===== config.mk =====
export PLATFORM = sky130hd
export DESIGN_NAME = swm_ram
export DESIGN_NICKNAME = d
export VERILOG_FILES = /design/src/rtl/swm_ram.sv
export SDC_FILE = /design/constraint.sdc
export NUM_CORES = 2
export LEC_CHECK = 0
export BUFFER_PORTS_ARGS = -buffer_cell sky130_fd_sc_hd__buf_2
export CAP_MARGIN = 10
export CORE_ASPECT_RATIO = 0.9
export CORE_MARGIN = 4
export CORE_UTILIZATION = 50
export CTS_BUF_LIST = sky130_fd_sc_hd__clkbuf_2 sky130_fd_sc_hd__clkbuf_4 sky130_fd_sc_hd__clkbuf_8
export DETAILED_ROUTE_END_ITERATION = 8
export PLACE_DENSITY = 0.75
export SKIP_LAST_GASP = 1
export SYNTH_ARGS = -nofsm -noshare
export SYNTH_HDL_FRONTEND = slang
export SYNTH_SLANG_ARGS = --single-unit

===== constraint.sdc =====
create_clock -name i_clk -period 11.43 [get_ports i_clk]
set_input_delay 2.8575 -clock i_clk [delete_from_list [all_inputs] [get_ports i_clk]]
set_output_delay 2.8575 -clock i_clk [all_outputs]
set_load 0.02 [all_outputs]

===== src/rtl/swm_ram.sv =====
`timescale 1ns / 1ps
// ----------------------------------------------------------------------------
// Generic simple dual-port RAM
// One write port and one read port; the read data is registered and returns
// the old contents when the same entry is written in the same cycle.
// ----------------------------------------------------------------------------
module swm_ram #(
    parameter  int WIDTH = 32,
    parameter  int DEPTH = 64,
    localparam int AW    = (DEPTH > 1) ? $clog2(DEPTH) : 1
) (
    input  logic                  i_clk,
    input  logic                  i_we,
    input  logic [AW-1:0]         i_waddr,
    input  logic [WIDTH-1:0]      i_wdata,
    input  logic                  i_re,
    input  logic [AW-1:0]         i_raddr,
    output logic [WIDTH-1:0]      o_rdata
);

    logic [WIDTH-1:0] r_mem [DEPTH];
    logic [WIDTH-1:0] r_rdata;

    // Write port.
    always_ff @(posedge i_clk) begin
        if (i_we) begin
            r_mem[i_waddr] <= i_wdata;
        end
    end

    // Registered read port.
    always_ff @(posedge i_clk) begin
        if (i_re) begin
            r_rdata <= r_mem[i_raddr];
        end
    end

    assign o_rdata = r_rdata;

endmodule


* Yosys cells after proc, flatten, opt, wreduce, memory -nomap -nowiden *
Memories as Yosys holds them, arrays and structs flattened. A register that Yosys moved wholly into a read port is not among the register bits.
Cells that the tools add are included.

storage, ports and cells
  RAM bits = 2,048
  logic and storage cells = 3
  memories = 1
  output and inout port bits = 32
  bits of input ports = 47
  register bits after elaboration = 0

memory list
  memory  words  width  rd ports  clocked after memory_dff  write ports  line  source
  r_mem   64     32     1         1                         1            21    logic [WIDTH-1:0] r_mem [DEPTH];

operators by class
  mux-type cells = 2

operators by type and width
  cell              count
  1-bit 2-to-1 mux  2

* Longest topological paths before layout *
  depth after elaboration = 2
  depth in mapped cells = 10
  mapped depth without buffers = 5

* Worst setup path after synthesis *
No wires, ideal clock.

  kind = input-to-reg
  start point = in i_waddr[3]
  end point = mem r_mem[48][0] (enable)
  library setup time = 0.461 ns
  required time = 10.969 ns
  buffers on the path = 1
  arrival = 5.556 ns
  stages = 4
  slack = 5.413 ns
  cells stage by stage = clkbuf_1 nor2b_1 nand4b_1 nor3_1

RTL lines
  item         line  source
  from (decl)  14    input logic [AW-1:0] i_waddr,
  to (decl)    21

Straight into the memory's write port.

==> run summary <==
The synthesized net count is approximately 3400. The horizontal die dimension is 427 microns. STA classifies the critical path endpoint as a flop. The DRC violation count after routing is 0. The critical path's top delay family is buffers and inverters.

The clock network latency to the later pin of the worst-skew pair came out at 1.01 ns. The first global-routing pass estimated approximately 290000 microns of wire. The post-CTS setup buffer count came out at 0. The wire length per cell after detailed routing came out at 33.9 microns.

The share of the synthesized area in compound gates (AO/OA/AOI/OAI) was 0.0167. The die is 385 microns tall. The synthesized design contains 2080 enable-type register cells. Yosys printed 0 warnings. The level count of the clock H-tree is 5. Static timing analysis puts the maximum clock frequency at 170 MHz. Clock skew on the completed layout was measured at about 0.072 ns. The number of slew-limit violations in the final report came out at 0. Buffers inserted during clock tree synthesis total 327.

The CTS clock-pin slew for the worst setup and hold paths came out at 0.06 ns. The vias after detailed routing is 38900. The run finished with clean final reports.

The fraction of synthesized cell area in xor and xnor cells came out at 0. Summed over all nets, the half-perimeter wirelength after detailed placement is 106000 microns. The post-synthesis instance area is 0.0788 sq mm. For this run, the total global-route usage over all layers was measured as 0.247. The cell count after synthesis is approximately 3300. The slowest stage of the critical path is the buf_4 cell. The arrival time at the worst endpoint is 6.56 ns. The worst-case vdd ir drop is between 0.0001 and 0.00015 V. The critical path is of the input port to flop type. The routed wire length on met2 is between 90000 and 100000 microns. Signal routing reaches up to met5. TritonCTS built the clock tree. After synthesis, the cell types taking the most area are edfxtp_1 79%, mux4_2 16%, mux2i_1 1.2%. The sum of routed wire length over all layers is 202000 microns. The met3 wire length came out at 23900 microns.

In the finished design, the share of the clock period the worst path needs comes to 0.516. The number of maximum-capacitance constraint violations is 0. The initial antenna violation count came out at 20. The mean cell area of the mapped netlist is 23.7 sq um. The CTS root buffer is clkbuf_8. In this run the tightest slew margin relative to its limit is 0.128. The total negative slack came out at 0 ns. The maximum buffer depth of the clock tree came out at 4. The final layout contains 3695 nets. The fraction of registers with async set or reset after synthesis is 0. The critical path goes through buf_8, buf_12, buf_4, mux4_2, o22ai_1, nor2_1, a21oi_1, nor2_1.

The data required time of the worst path came out at 12.10 ns. The dominant combinational cell family by area after synthesis is multiplexers. The area share of and/or/nand/nor cells after synthesis is 0.0126.

The total overflow reported by the global router came out at 0. The vias per cell came out at between 6 and 7. The number of hold violations in the final report was 0. Of the total synthesized cell area, the portion taken by full adders, half adders and majority gates is 0. After layout, the design draws a total of 15000 uW. The pre-antenna-repair detailed-routing pass consisted of 5 iterations.

The number of cells on the worst hold path came out at 4. Once the clock tree was built, the resizer swapped 0 gates to a different size. In this run the core area contains 137 standard-cell rows.

The maximum fanout count along the critical path is 92. For this configuration, the core starts out at a cell density of 0.506. The most numerous cell type found on the critical path is nor2_1. The number of cells on the critical path came out at 8. Synthesis inferred 2080 register bits. Of the synthesized area, sequential elements account for 0.792. The tree built by TritonCTS fans out to 2080 sinks.

Setup repair after global routing left no endpoint under its margin. The share of the synthesized area in the top cell type came out at 0.792. The pin count of the biggest net entering global routing is 97. The detailed-routing wirelength on met1 is between 70000 and 80000 microns.

Among all flip-flop cells after synthesis, the most frequent one is edfxtp_1. The number of cells on the worst reg-to-reg path is 4. The residual antenna-violating net count after detailed routing is 0. STA classifies the critical path startpoint as an input port. The layout-stage area growth over the synthesis result is 11.8%. Synthesis instantiated 33 different standard cells from the library. The critical path contains buffers and inverters numbering 3 combined. The largest incremental delay on the critical path came out at around 0.67 ns.

The region available for standard cell placement spans between 0.15 and 0.2 sq mm. Of the cells placed in the final design, the portion with a size suffix greater than 1 is 0.325. The largest area contributor in the synthesized netlist is edfxtp_1. The first-iteration detailed-routing DRC count is just under 6000. For this design the ratio of total power to cell area is 171 mW/mm^2. The area enclosed by the die boundary is between 0.15 and 0.2 sq mm. The worst min-delay path category is flop to flop.

The port buffer count came out at 78. Setup violations remaining at the end of the flow were counted as 0. At the end of routability-driven placement, the weighted congestion stood at about 0.81. The number of top-level pins came out at 79. The share of synthesized area spent on multiplexers is 0.167. In this run the static leakage power is 0.0274 uW. The number of global-route vias before repair is ~38000. The shortest clock period the worst path allows after layout is 5.90 ns.

The number of buffers added to fix hold violations after cts is 0. For the pin with the worst max-slew slack, the measured transition is 1.31 ns.
-- layout make-up --
type                            instances  area (sq um)
Antenna cell                            6          15.0
Clock buffer                          437          5370
Clock inverter                        113           512
Fill cell                           10900         67600
Multi-Input combinational cell       1062         16000
Sequential cell                      2080         62500
Tap cell                             2085          2610
Timing Repair Buffer                  177          1240
-- final timing paths --
check	from	endpoint	slack, ns
min	r_mem[29][4]	o_rdata[4]	0.87
max	i_raddr[0]	o_rdata[3]	5.53
min reg2reg	r_mem[29][4]	o_rdata[4]	0.87
max reg2reg	r_mem[14][18]	o_rdata[18]	9.11
-- flip-flops by register name (all words and copies together) (netlist names) --
signal   cells
o_rdata     32
r_mem     2048
-- worst register-to-register path, stage by stage, from the launching register on --
cell	delay (ns)
edfxtp_1	0.36
mux4_2	0.46
mux4_2	0.50
o22ai_1	0.61
nor2_1	0.11
-- power breakdown --
part | internal (uW) | switching [uW] | leakage, uW
registers | 8470 | 30.5 | 0.0187
logic | 268 | 477 | 0.00553
clock network | 3050 | 2740 | 0.00312
-- layer usage --
layer,track usage,vias to the layer above
li1,-,15000
met1,0.349,20500
met2,0.382,2904
met3,0.0543,456
met4,0.0961,4
met5,0,-
-- metrics by stage --
stage	utilization	hold slack [ns]	instance area [sq um]	instances	setup WS, ns
floorplan	-	0.750	78800	3324	5.41
global placement	0.528	0.817	82300	5403	4.51
detailed placement	0.528	0.854	82300	5403	4.44
CTS	0.566	0.872	88100	5953	5.50
global route	0.566	0.931	88200	5958	5.17
finish	0.566	0.871	88200	5960	5.53
-- logic make-up after synthesis --
group / Yosys count
AOI/OAI and AO/OA: 202
buffers and inverters: 182
DFF: 2080
muxes: 637
and+or+nand+nor: 223
-- cells in the mapped netlist (all sizes together) (5+ instances only) --
cell type,number
clkbuf,74
nand3b,5
nor2b,15
o22ai,84
nand3,5
mux2i,93
buf,108
or3b,5
nand2,26
a21oi,62
nor2,137
a311oi,8
o221ai,27
nand2b,8
edfxtp,2080
a22oi,12
mux4,544
nor3,7
-- cell usage in the layout (no fill, tap or decap), drive strengths merged, types with 5 or more instances in the layout --
cell    Yosys  routed
nand2      26      26
a21oi      62      62
nand3       5       5
nand2b      8       8
nor3        7       7
nor2      137     137
buf       108     177
a22oi      12      12
nand3b      5       5
o221ai     27      27
clkinv      0     105
diode       0       6
o22ai      84      84
or3b        5       5
mux2i      93      93
nor2b      15      15
mux4      544     544
edfxtp   2080    2080
clkbuf     74     437
a311oi      8       8
No activity file was read; power rests on OpenSTA's default activity.
