`src/rtl/swm_pkg.sv`:
```
`timescale 1ns / 1ps
// ----------------------------------------------------------------------------
// Sliding window median package
// Shared widths, sequencer states and the structs that pass between modules.
// ----------------------------------------------------------------------------
package swm_pkg;

    // Built depth of the window and the widths that follow from it.
    localparam int MAX_WINDOW = 64;
    localparam int ADDR_W     = (MAX_WINDOW > 1) ? $clog2(MAX_WINDOW) : 1;
    localparam int CNT_W      = $clog2(MAX_WINDOW + 1);

    // Fixed field widths.
    localparam int SAMPLE_W = 32;
    localparam int SUM_W    = 33;
    localparam int CFG_W    = 7;
    localparam int OUT_W    = 72;

    // Sequencer states.
    typedef enum logic [2:0] {
        ST_IDLE,
        ST_LOAD,
        ST_SCAN,
        ST_FLUSH,
        ST_RD_HI,
        ST_RD_LO,
        ST_SUM,
        ST_OUT
    } t_state;

    // One access cycle of a simple dual-port memory.
    typedef struct packed {
        logic                we;
        logic [ADDR_W-1:0]   waddr;
        logic [SAMPLE_W-1:0] wdata;
        logic                re;
        logic [ADDR_W-1:0]   raddr;
    } t_ram_req;

    // Finished result handed from the sequencer to the output stage.
    typedef struct packed {
        logic                    valid;
        logic signed [SUM_W-1:0] sum;
    } t_result;

endpackage

```
`src/rtl/swm_seq.sv`:
```
`timescale 1ns / 1ps
// ----------------------------------------------------------------------------
// Sliding window median sequencer
// Reads the oldest sample from the arrival ring, then streams the sorted
// window through once, dropping the oldest value and merging in the new one,
// and writes the merged list back in place; reads the middle entries if full.
// ----------------------------------------------------------------------------
module swm_seq import swm_pkg::*; (
    input  logic                 i_clk,
    input  logic                 i_rst_n,
    input  logic                 i_in_valid,
    input  logic [SAMPLE_W-1:0]  i_sample,
    input  logic                 i_first,
    input  logic                 i_cfg_we,
    input  logic [CFG_W-1:0]     i_wsize,
    input  logic [SAMPLE_W-1:0]  i_ring_rdata,
    input  logic [SAMPLE_W-1:0]  i_sort_rdata,
    input  logic                 i_res_ready,
    output logic                 o_in_ready,
    output t_ram_req             o_ring_req,
    output t_ram_req             o_sort_req,
    output t_result              o_res
);

    t_state r_state, n_state;

    logic signed [SAMPLE_W-1:0] r_sample, n_sample;
    logic signed [SAMPLE_W-1:0] r_old, n_old;
    logic signed [SAMPLE_W-1:0] r_carry, n_carry;
    logic signed [SAMPLE_W-1:0] r_hi, n_hi;
    logic signed [SUM_W-1:0]    r_sum, n_sum;
    logic [CNT_W-1:0]           r_fill, n_fill;
    logic [ADDR_W-1:0]          r_wp, n_wp;
    logic [CNT_W-1:0]           r_nold, n_nold;
    logic [CNT_W-1:0]           r_proc, n_proc;
    logic [CNT_W-1:0]           r_wr, n_wr;
    logic                       r_full, n_full;
    logic                       r_ins, n_ins;
    logic                       r_rem, n_rem;
    logic                       r_cval, n_cval;

    logic [CNT_W-1:0]           eff;
    logic [CNT_W-1:0]           half;
    logic [CNT_W-1:0]           fill0;
    logic [ADDR_W-1:0]          wp0;
    logic [CNT_W-1:0]           wp_inc;
    logic [CNT_W-1:0]           proc_nxt;
    logic [CNT_W-1:0]           fill_done;
    logic signed [SAMPLE_W-1:0] v;
    logic signed [SAMPLE_W-1:0] p0;
    logic signed [SAMPLE_W-1:0] p1;
    logic [1:0]                 pcnt;
    logic                       wr_en;
    logic signed [SAMPLE_W-1:0] wr_data;

    // Effective window size: zero counts as one, large values saturate.
    always_comb begin
        if (i_wsize == '0) begin
            eff = CNT_W'(1);
        end else if (int'(i_wsize) > MAX_WINDOW) begin
            eff = CNT_W'(MAX_WINDOW);
        end else begin
            eff = CNT_W'(i_wsize);
        end
        half = eff >> 1;
    end

    // Window position at accept time after restart and wrap handling.
    always_comb begin
        fill0 = i_first ? '0 : r_fill;
        wp0   = i_first ? '0 : r_wp;
        if (CNT_W'(wp0) >= eff) begin
            wp0 = '0;
        end
        if (fill0 > eff) begin
            fill0 = '0;
            wp0   = '0;
        end
    end

    // Merge step on one sorted entry: drop the oldest value, insert the new one.
    always_comb begin
        v    = i_sort_rdata;
        p0   = v;
        p1   = v;
        pcnt = 2'd1;
        if (r_full && !r_rem && (v == r_old)) begin
            pcnt = 2'd0;
        end else if (!r_ins && (v > r_sample)) begin
            p0   = r_sample;
            p1   = v;
            pcnt = 2'd2;
        end
    end

    assign proc_nxt  = r_proc + CNT_W'(1);
    assign wp_inc    = CNT_W'(r_wp) + CNT_W'(1);
    assign fill_done = r_wr + CNT_W'(wr_en);

    // Next state.
    always_comb begin
        n_state = r_state;
        case (r_state)
            ST_IDLE: begin
                if (i_in_valid) begin
                    n_state = ST_LOAD;
                end
            end
            ST_LOAD: begin
                n_state = (r_nold == '0) ? ST_FLUSH : ST_SCAN;
            end
            ST_SCAN: begin
                if (proc_nxt >= r_nold) begin
                    n_state = ST_FLUSH;
                end
            end
            ST_FLUSH: begin
                n_state = (fill_done == eff) ? ST_RD_HI : ST_IDLE;
            end
            ST_RD_HI: n_state = ST_RD_LO;
            ST_RD_LO: n_state = ST_SUM;
            ST_SUM:   n_state = ST_OUT;
            ST_OUT: begin
                if (i_res_ready) begin
                    n_state = ST_IDLE;
                end
            end
            default: n_state = ST_IDLE;
        endcase
    end

    // Handshake outputs.
    always_comb begin
        o_in_ready  = (r_state == ST_IDLE);
        o_res.valid = (r_state == ST_OUT);
        o_res.sum   = r_sum;
    end

    // Datapath and memory accesses.
    always_comb begin
        n_sample = r_sample;
        n_old    = r_old;
        n_carry  = r_carry;
        n_hi     = r_hi;
        n_sum    = r_sum;
        n_fill   = r_fill;
        n_wp     = r_wp;
        n_nold   = r_nold;
        n_proc   = r_proc;
        n_wr     = r_wr;
        n_full   = r_full;
        n_ins    = r_ins;
        n_rem    = r_rem;
        n_cval   = r_cval;
        wr_en    = 1'b0;
        wr_data  = r_carry;
        o_ring_req = '0;
        o_sort_req = '0;

        case (r_state)
            ST_IDLE: begin
                // Take the word and fetch the ring slot it replaces.
                if (i_in_valid) begin
                    n_sample         = i_sample;
                    n_wp             = wp0;
                    n_nold           = fill0;
                    n_full           = (fill0 == eff);
                    o_ring_req.re    = 1'b1;
                    o_ring_req.raddr = wp0;
                end
            end
            ST_LOAD: begin
                // Latch the oldest sample, store the new one, start the scan.
                n_old            = i_ring_rdata;
                o_ring_req.we    = 1'b1;
                o_ring_req.waddr = r_wp;
                o_ring_req.wdata = r_sample;
                o_sort_req.re    = (r_nold != '0);
                o_sort_req.raddr = '0;
                n_proc           = '0;
                n_wr             = '0;
                n_ins            = 1'b0;
                n_rem            = 1'b0;
                n_cval           = 1'b0;
            end
            ST_SCAN: begin
                // At most one value waits in the carry register.
                if (r_cval) begin
                    wr_en   = 1'b1;
                    wr_data = r_carry;
                    n_carry = p0;
                    n_cval  = (pcnt != 2'd0);
                end else begin
                    wr_en   = (pcnt != 2'd0);
                    wr_data = p0;
                    n_carry = p1;
                    n_cval  = (pcnt == 2'd2);
                end
                if (pcnt == 2'd0) begin
                    n_rem = 1'b1;
                end
                if (pcnt == 2'd2) begin
                    n_ins = 1'b1;
                end
                o_sort_req.we    = wr_en;
                o_sort_req.waddr = r_wr[ADDR_W-1:0];
                o_sort_req.wdata = wr_data;
                n_wr             = r_wr + CNT_W'(wr_en);
                o_sort_req.re    = (proc_nxt < r_nold);
                o_sort_req.raddr = proc_nxt[ADDR_W-1:0];
                n_proc           = proc_nxt;
            end
            ST_FLUSH: begin
                // Write the pending value, or the new sample if it goes last.
                if (r_cval) begin
                    wr_en   = 1'b1;
                    wr_data = r_carry;
                end else if (!r_ins) begin
                    wr_en   = 1'b1;
                    wr_data = r_sample;
                end
                o_sort_req.we    = wr_en;
                o_sort_req.waddr = r_wr[ADDR_W-1:0];
                o_sort_req.wdata = wr_data;
                n_cval           = 1'b0;
                n_ins            = 1'b1;
                n_wr             = fill_done;
                n_fill           = fill_done;
                n_wp             = (wp_inc >= eff) ? '0 : wp_inc[ADDR_W-1:0];
            end
            ST_RD_HI: begin
                o_sort_req.re    = 1'b1;
                o_sort_req.raddr = half[ADDR_W-1:0];
            end
            ST_RD_LO: begin
                n_hi             = i_sort_rdata;
                o_sort_req.re    = 1'b1;
                o_sort_req.raddr = eff[0] ? half[ADDR_W-1:0]
                                          : ADDR_W'(half - CNT_W'(1));
            end
            ST_SUM: begin
                n_sum = SUM_W'($signed(i_sort_rdata)) + SUM_W'(r_hi);
            end
            ST_OUT: begin
            end
            default: begin
            end
        endcase

        // A register write empties the window.
        if (i_cfg_we) begin
            n_fill = '0;
            n_wp   = '0;
        end
    end

    // Control registers.
    always_ff @(posedge i_clk) begin
        if (!i_rst_n) begin
            r_state <= ST_IDLE;
            r_fill  <= '0;
            r_wp    <= '0;
            r_nold  <= '0;
            r_proc  <= '0;
            r_wr    <= '0;
            r_full  <= 1'b0;
            r_ins   <= 1'b0;
            r_rem   <= 1'b0;
            r_cval  <= 1'b0;
        end else begin
            r_state <= n_state;
            r_fill  <= n_fill;
            r_wp    <= n_wp;
            r_nold  <= n_nold;
            r_proc  <= n_proc;
            r_wr    <= n_wr;
            r_full  <= n_full;
            r_ins   <= n_ins;
            r_rem   <= n_rem;
            r_cval  <= n_cval;
        end
    end

    // Payload registers.
    always_ff @(posedge i_clk) begin
        r_sample <= n_sample;
        r_old    <= n_old;
        r_carry  <= n_carry;
        r_hi     <= n_hi;
        r_sum    <= n_sum;
    end

endmodule

```
`config.mk`:
```
export PLATFORM = sky130hd
export DESIGN_NAME = swm_seq
export DESIGN_NICKNAME = d
export VERILOG_FILES = /design/src/rtl/swm_pkg.sv /design/src/rtl/swm_seq.sv
export SDC_FILE = /design/constraint.sdc
export NUM_CORES = 1
export LEC_CHECK = 0
export BUFFER_PORTS_ARGS = -buffer_cell sky130_fd_sc_hd__buf_2
export CAP_MARGIN = 10
export CORE_AREA = 2 2 168 170
export CTS_BUF_LIST = sky130_fd_sc_hd__clkbuf_4 sky130_fd_sc_hd__clkbuf_8
export CTS_CLUSTER_SIZE = 30
export DETAILED_ROUTE_END_ITERATION = 10
export DIE_AREA = 0 0 170 172
export PLACE_DENSITY_LB_ADDON = 0.08
export SETUP_SLACK_MARGIN = 0.3
export SLEW_MARGIN = 10
export SYNTH_ARGS = -nofsm -noshare
export SYNTH_HDL_FRONTEND = slang
export SYNTH_SLANG_ARGS = --single-unit
```
`constraint.sdc`:
```
create_clock -name i_clk -period 3.9 [get_ports i_clk]
set_input_delay 0.78 -clock i_clk [delete_from_list [all_inputs] [get_ports i_clk]]
set_output_delay 0.78 -clock i_clk [all_outputs]
set_load 0.005 [all_outputs]
```
Word-level counts from Yosys, hierarchy flattened
Index checks and enable logic that the tools add are counted.

Latch bits: 0. Output and inout bits: 127. Logic and storage cells: 110. Flip-flop bits (word level): 202. Memories: 0. Memory bits (read-only): 0. Memory bits (writable): 0. Input port bits: 109.

Div/mod/pow operators: 0. Equality and inequality tests: 16. Multiply operators: 0. Add/sub/neg operators: 6. Bitwise operators: 1. $lt $le $gt $ge: 7. Shifts and indexed selects: 0. Reductions and logical operators: 22. Mux-type cells: 43.

Operators with widths (number): $mux W32 (6); $pmux W39 S2 (1); $mux W7 (6); $mux W39 (1); $mux W6 (6); $add A32 B32 Y33 (1); $eq A32 B32 Y1 (1); $gt A32 B32 Y1 (1); $pmux W7 S4 (1); $pmux W3 S8 (1); $pmux W7 S3 (1); $add A7 B1 Y7 (2); $eq A7 B7 Y1 (2); $ge A7 B7 Y1 (2); $logic_not A7 Y1 (2); $pmux W7 S2 (1); $eq A3 B3 Y1 const B (4); $mux W3 (4); $pmux W6 S2 (1); $ne A2 B2 Y1 const B (5); $mux W1 (8); $reduce_and A2 Y1 (4); $reduce_bool A2 Y1 (4); $add A6 B1 Y7 const B (1); 21 further kinds (29).

Depth between registers and ports, before layout
Depth in word-level cells: 12. Mapped depth: 16. Depth with buffers taken out: 16.

Worst setup path before layout
Ideal clock, no wire load.

Path type: input to output. From: input i_wsize[0]. To: output o_ring_req[0] (netlist name). Stages on the path: 11. Arrival time: 3.169 ns. Setup slack: -0.049 ns. Cell sequence: or4_1 -> nor3_1 -> o21a_1 -> ha_1 -> nor2b_1 -> o21ai_0 -> a21oi_1 -> o41ai_1 -> nand2_1 -> a21oi_1 -> and2_1.

RTL lines: start, declared (RTL line swm_seq.sv:15) `input logic [CFG_W-1:0] i_wsize,`; end, declared (RTL line swm_seq.sv:20) `output t_ram_req o_ring_req,`.

==> reports/metrics.cfg <==
[grt]
grt_pass1_vias = 9918
grt_antenna_before_repair = 7
grt_pass1_wl_um = 55600
grt_max_degree = 39
globalRouteOverflowTotal = 0
grtUsageTotal_pct = 25.0

[timing]
finalClockSkew_ns = 0.0229
period_needed_ns = 4.22
slew_viol_final = 0
slew_headroom_pct = 56.8
max_freq_mhz = 237
rsz0062_at_grt = yes
tightest_slew_ns = 0.648
hold_violations = 0
finalSetupViolations = 38
fin_crit_sh_pct = 108
setup_ws_ns = -0.322
hold_slack_ns = 0.420

[drt]
via_per_inst = 5.41
dr_wl_met2_um = 18200
vias = 10200
routed_wl_um = 37400
met1Wirelength_um = 16700
ant_nets = 0
drc = 0
dr_wl_met3_um = 1850
drtPass1Iterations = 6
top_layer_used = met5
drt_iter0_markers = 703
post_drt_wl_per_cell_um = 19.8

[synth]
synth_area_leaders = edfxtp_1 (39%), ha_1 (10%), dfxtp_1 (6.7%)
synth_top_family_by_area = compound AO/OA/AOI/OAI gates
synth_common_cells = edfxtp_1 (161), ha_1 (98), nor2_1 (80)
synthAdderAreaFrac_pct = 10.2
syn_nets = 1351
synthCells = 1143
synth_compound_area_share_pct = 15.6
netlist_area_um2 = 12200
synth-edff-count = 161
synthArstFlopShare_pct = 0
synthDistinctLibCells = 70
synth_ff_type = edfxtp_1
synthMuxAreaShare_pct = 4.25
avgSynthCellArea_um2 = 10.7
yosysWarnings = 0
yosysSeqAreaShare_pct = 46.2
yosysTopAreaCellShare_pct = 39.5
synth.most_common_cell = edfxtp_1
synth_area_leader_cell = edfxtp_1
synth_xor_xnor_area_share_pct = 5.79
ys_ff_latch = 202
synthSimpleGateAreaFrac_pct = 14.4

[finish]
drive_gt1_share_pct = 34.8
finalNonFillerCells = 1884
fin_util_pct = 57.9
areaGrowthSynthToFinish_pct = 29.9
fin_nets = 1717
nFillCells = 2479

[floorplanning]
die_y_um = 172
core_area_um2 = 27500
fp.dieArea_um2 = 29200
core.rowCount = 61
start_util_pct = 44.6
ios = 236
dieWidth_um = 170

[worst_setup_path]
max_stage_delay_ns = 0.54
cp_slowest_cell = or4b_4
worstPathMaxFanout = 21
crit_buf_inv = 4
cp_num_cells = 13
r2r_setup_slack_ns = 0.59
critPathKind = reg2out
crit_family = compound AO/OA/AOI/OAI gates
arrival_ns = 3.44
cp_cell_sequence = inv_2 -> ha_4 -> nor2b_4 -> o211ai_2 -> a21boi_1 -> or4b_4 -> a221oi_2 -> buf_4 -> o41ai_4 -> buf_12 -> and2_1 -> a221o_1 -> buf_2
endpoint_kind = output pin
critPathRequiredTime_ns = 3.12
startpoint_type = register
ff2ff_path_depth = 17

[cts]
clock-sinks = 202
cts_tree = built
htreeDepth = 2
cts_buffers = 38
clk_pin_slew_worst_paths_ns = 0.06
cts_hold_buf = 0
cts_buffer_depth = 3
insertion_delay_ns = 0.53
root_buffer = clkbuf_8

[placement]
hpwl_um = 27900
dp_slack_ns = -0.327
port_buffers = 235
place_congestion = 0.902
place_inst = 1798

[min_path]
hold_depth = 1
hp-class = in2reg

[run]
max-cap-violations = 0

[power_and_ir_drop]
p_total_uw = 5920
p_per_area_nw_per_um2 = 372
irDropWorstVdd_v = 0.000213
leakagePower_uw = 0.00690

[run_status]
outcome = finished with violations
violations = setup timing

-- placed cells by master, fill, tap and decap left out, drive strengths merged, types with 5 or more instances in the layout --
cell type and n:
a221oi 5, a21o 24, buf 369, ha 98, o21a 10, nor2 81
inv 65, a21boi 11, nand3 31, xor2 22, nor4 6, o211ai 8
a31oi 6, nor3 12, dfxtp 41, nor2b 29, nand4 16, o31ai 5
and3 17, diode 6, a22oi 11, clkinv 8, nand2 63, xnor2 59
or3 5, clkbuf 54, nand2b 19, edfxtp 161, a21oi 69, a221o 31
mux2 33, a211oi 9, a22o 13, o21ai 42, and2 51
-- worst paths after layout --
kind | to | startpoint
worst max-delay path | o_sort_req[9] | r_sample[1]$_DFFE_PP_
worst min-delay path | r_old[16]$_DFFE_PP_ | i_ring_rdata[16]
worst max register to register | r_state[2]$_SDFFE_PN0P_ | r_old[8]$_DFFE_PP_
worst min register to register | r_nold[4]$_SDFFE_PN0P_ | r_nold[4]$_SDFFE_PN0P_
-- flip-flops by register name (all words and copies together), names as in the netlist, 3 cells and up --
name	count
r_old	32
r_state	3
r_hi	32
r_nold	7
r_wp	6
r_proc	7
r_sample	32
r_fill	7
r_sum	33
r_wr	7
r_carry	32
-- power by group --
part / internal (uW) / switching [uW]
Sequential: 2480 / 74.1
Clock: 1150 / 893
Combinational: 604 / 725
-- worst reg2reg max path: cells and delay by family, from the launching register on --
kind,cells,cell delay [ns]
AND/OR/NAND/NOR,7,1.18
XOR/XNOR,3,0.51
buffers and inverters,3,0.47
flip-flops,1,0.40
adder cells (fa/ha/maj),2,0.39
AO/OA/AOI/OAI,2,0.29
-- stage by stage --
| step | instance area [um^2] | TNS [ns] |
|---|---|---|
| after floorplan | 12500 | 0 |
| after global placement | 14800 | -9.65 |
| after detailed placement | 14800 | -10.38 |
| after CTS | 15700 | -10.33 |
| after global routing | 15900 | -13.97 |
| final | 15900 | -8.96 |
-- area by class of cell --
class,count,area [um^2],area share [%]
clock buffers,54,662,4.16
diodes,6,15.0,0.0943
multi-input cells,833,6560,41.2
flip-flops and latches,202,5660,35.5
repair buffers,369,2280,14.3
well taps,346,433,2.72
inverters,65,244,1.53
clock inverters,9,65.1,0.409
-- repair_timing --
| action | in CTS | in global routing |
|---|---|---|
| endpoints found under the setup margin | 40 | 45 |
| gates resized for setup | 16 | 37 |
| pin swaps | 18 | 19 |
| buffers inserted | 9 | 8 |
| cloned | 0 | 0 |
| hold endpoints to repair | 0 | 0 |
-- per-layer routing --
metal	vias up	track usage, %
met5	-	0
met4	2	6.99
met3	46	3.82
met2	278	42.6
met1	4874	33.1
li1	4991	-
-- cells by family (layout without fill, tap and decap cells) --
kind of cell | Yosys count | in the layout
xor+xnor | 81 | 81
other cells | 0 | 6
simple gates | 343 | 343
compound gates | 273 | 273
buf+inv | 108 | 497
mux | 37 | 37
flops | 202 | 202
fa+ha+maj | 99 | 99
Note: power is estimated with default switching activity, not from simulation.
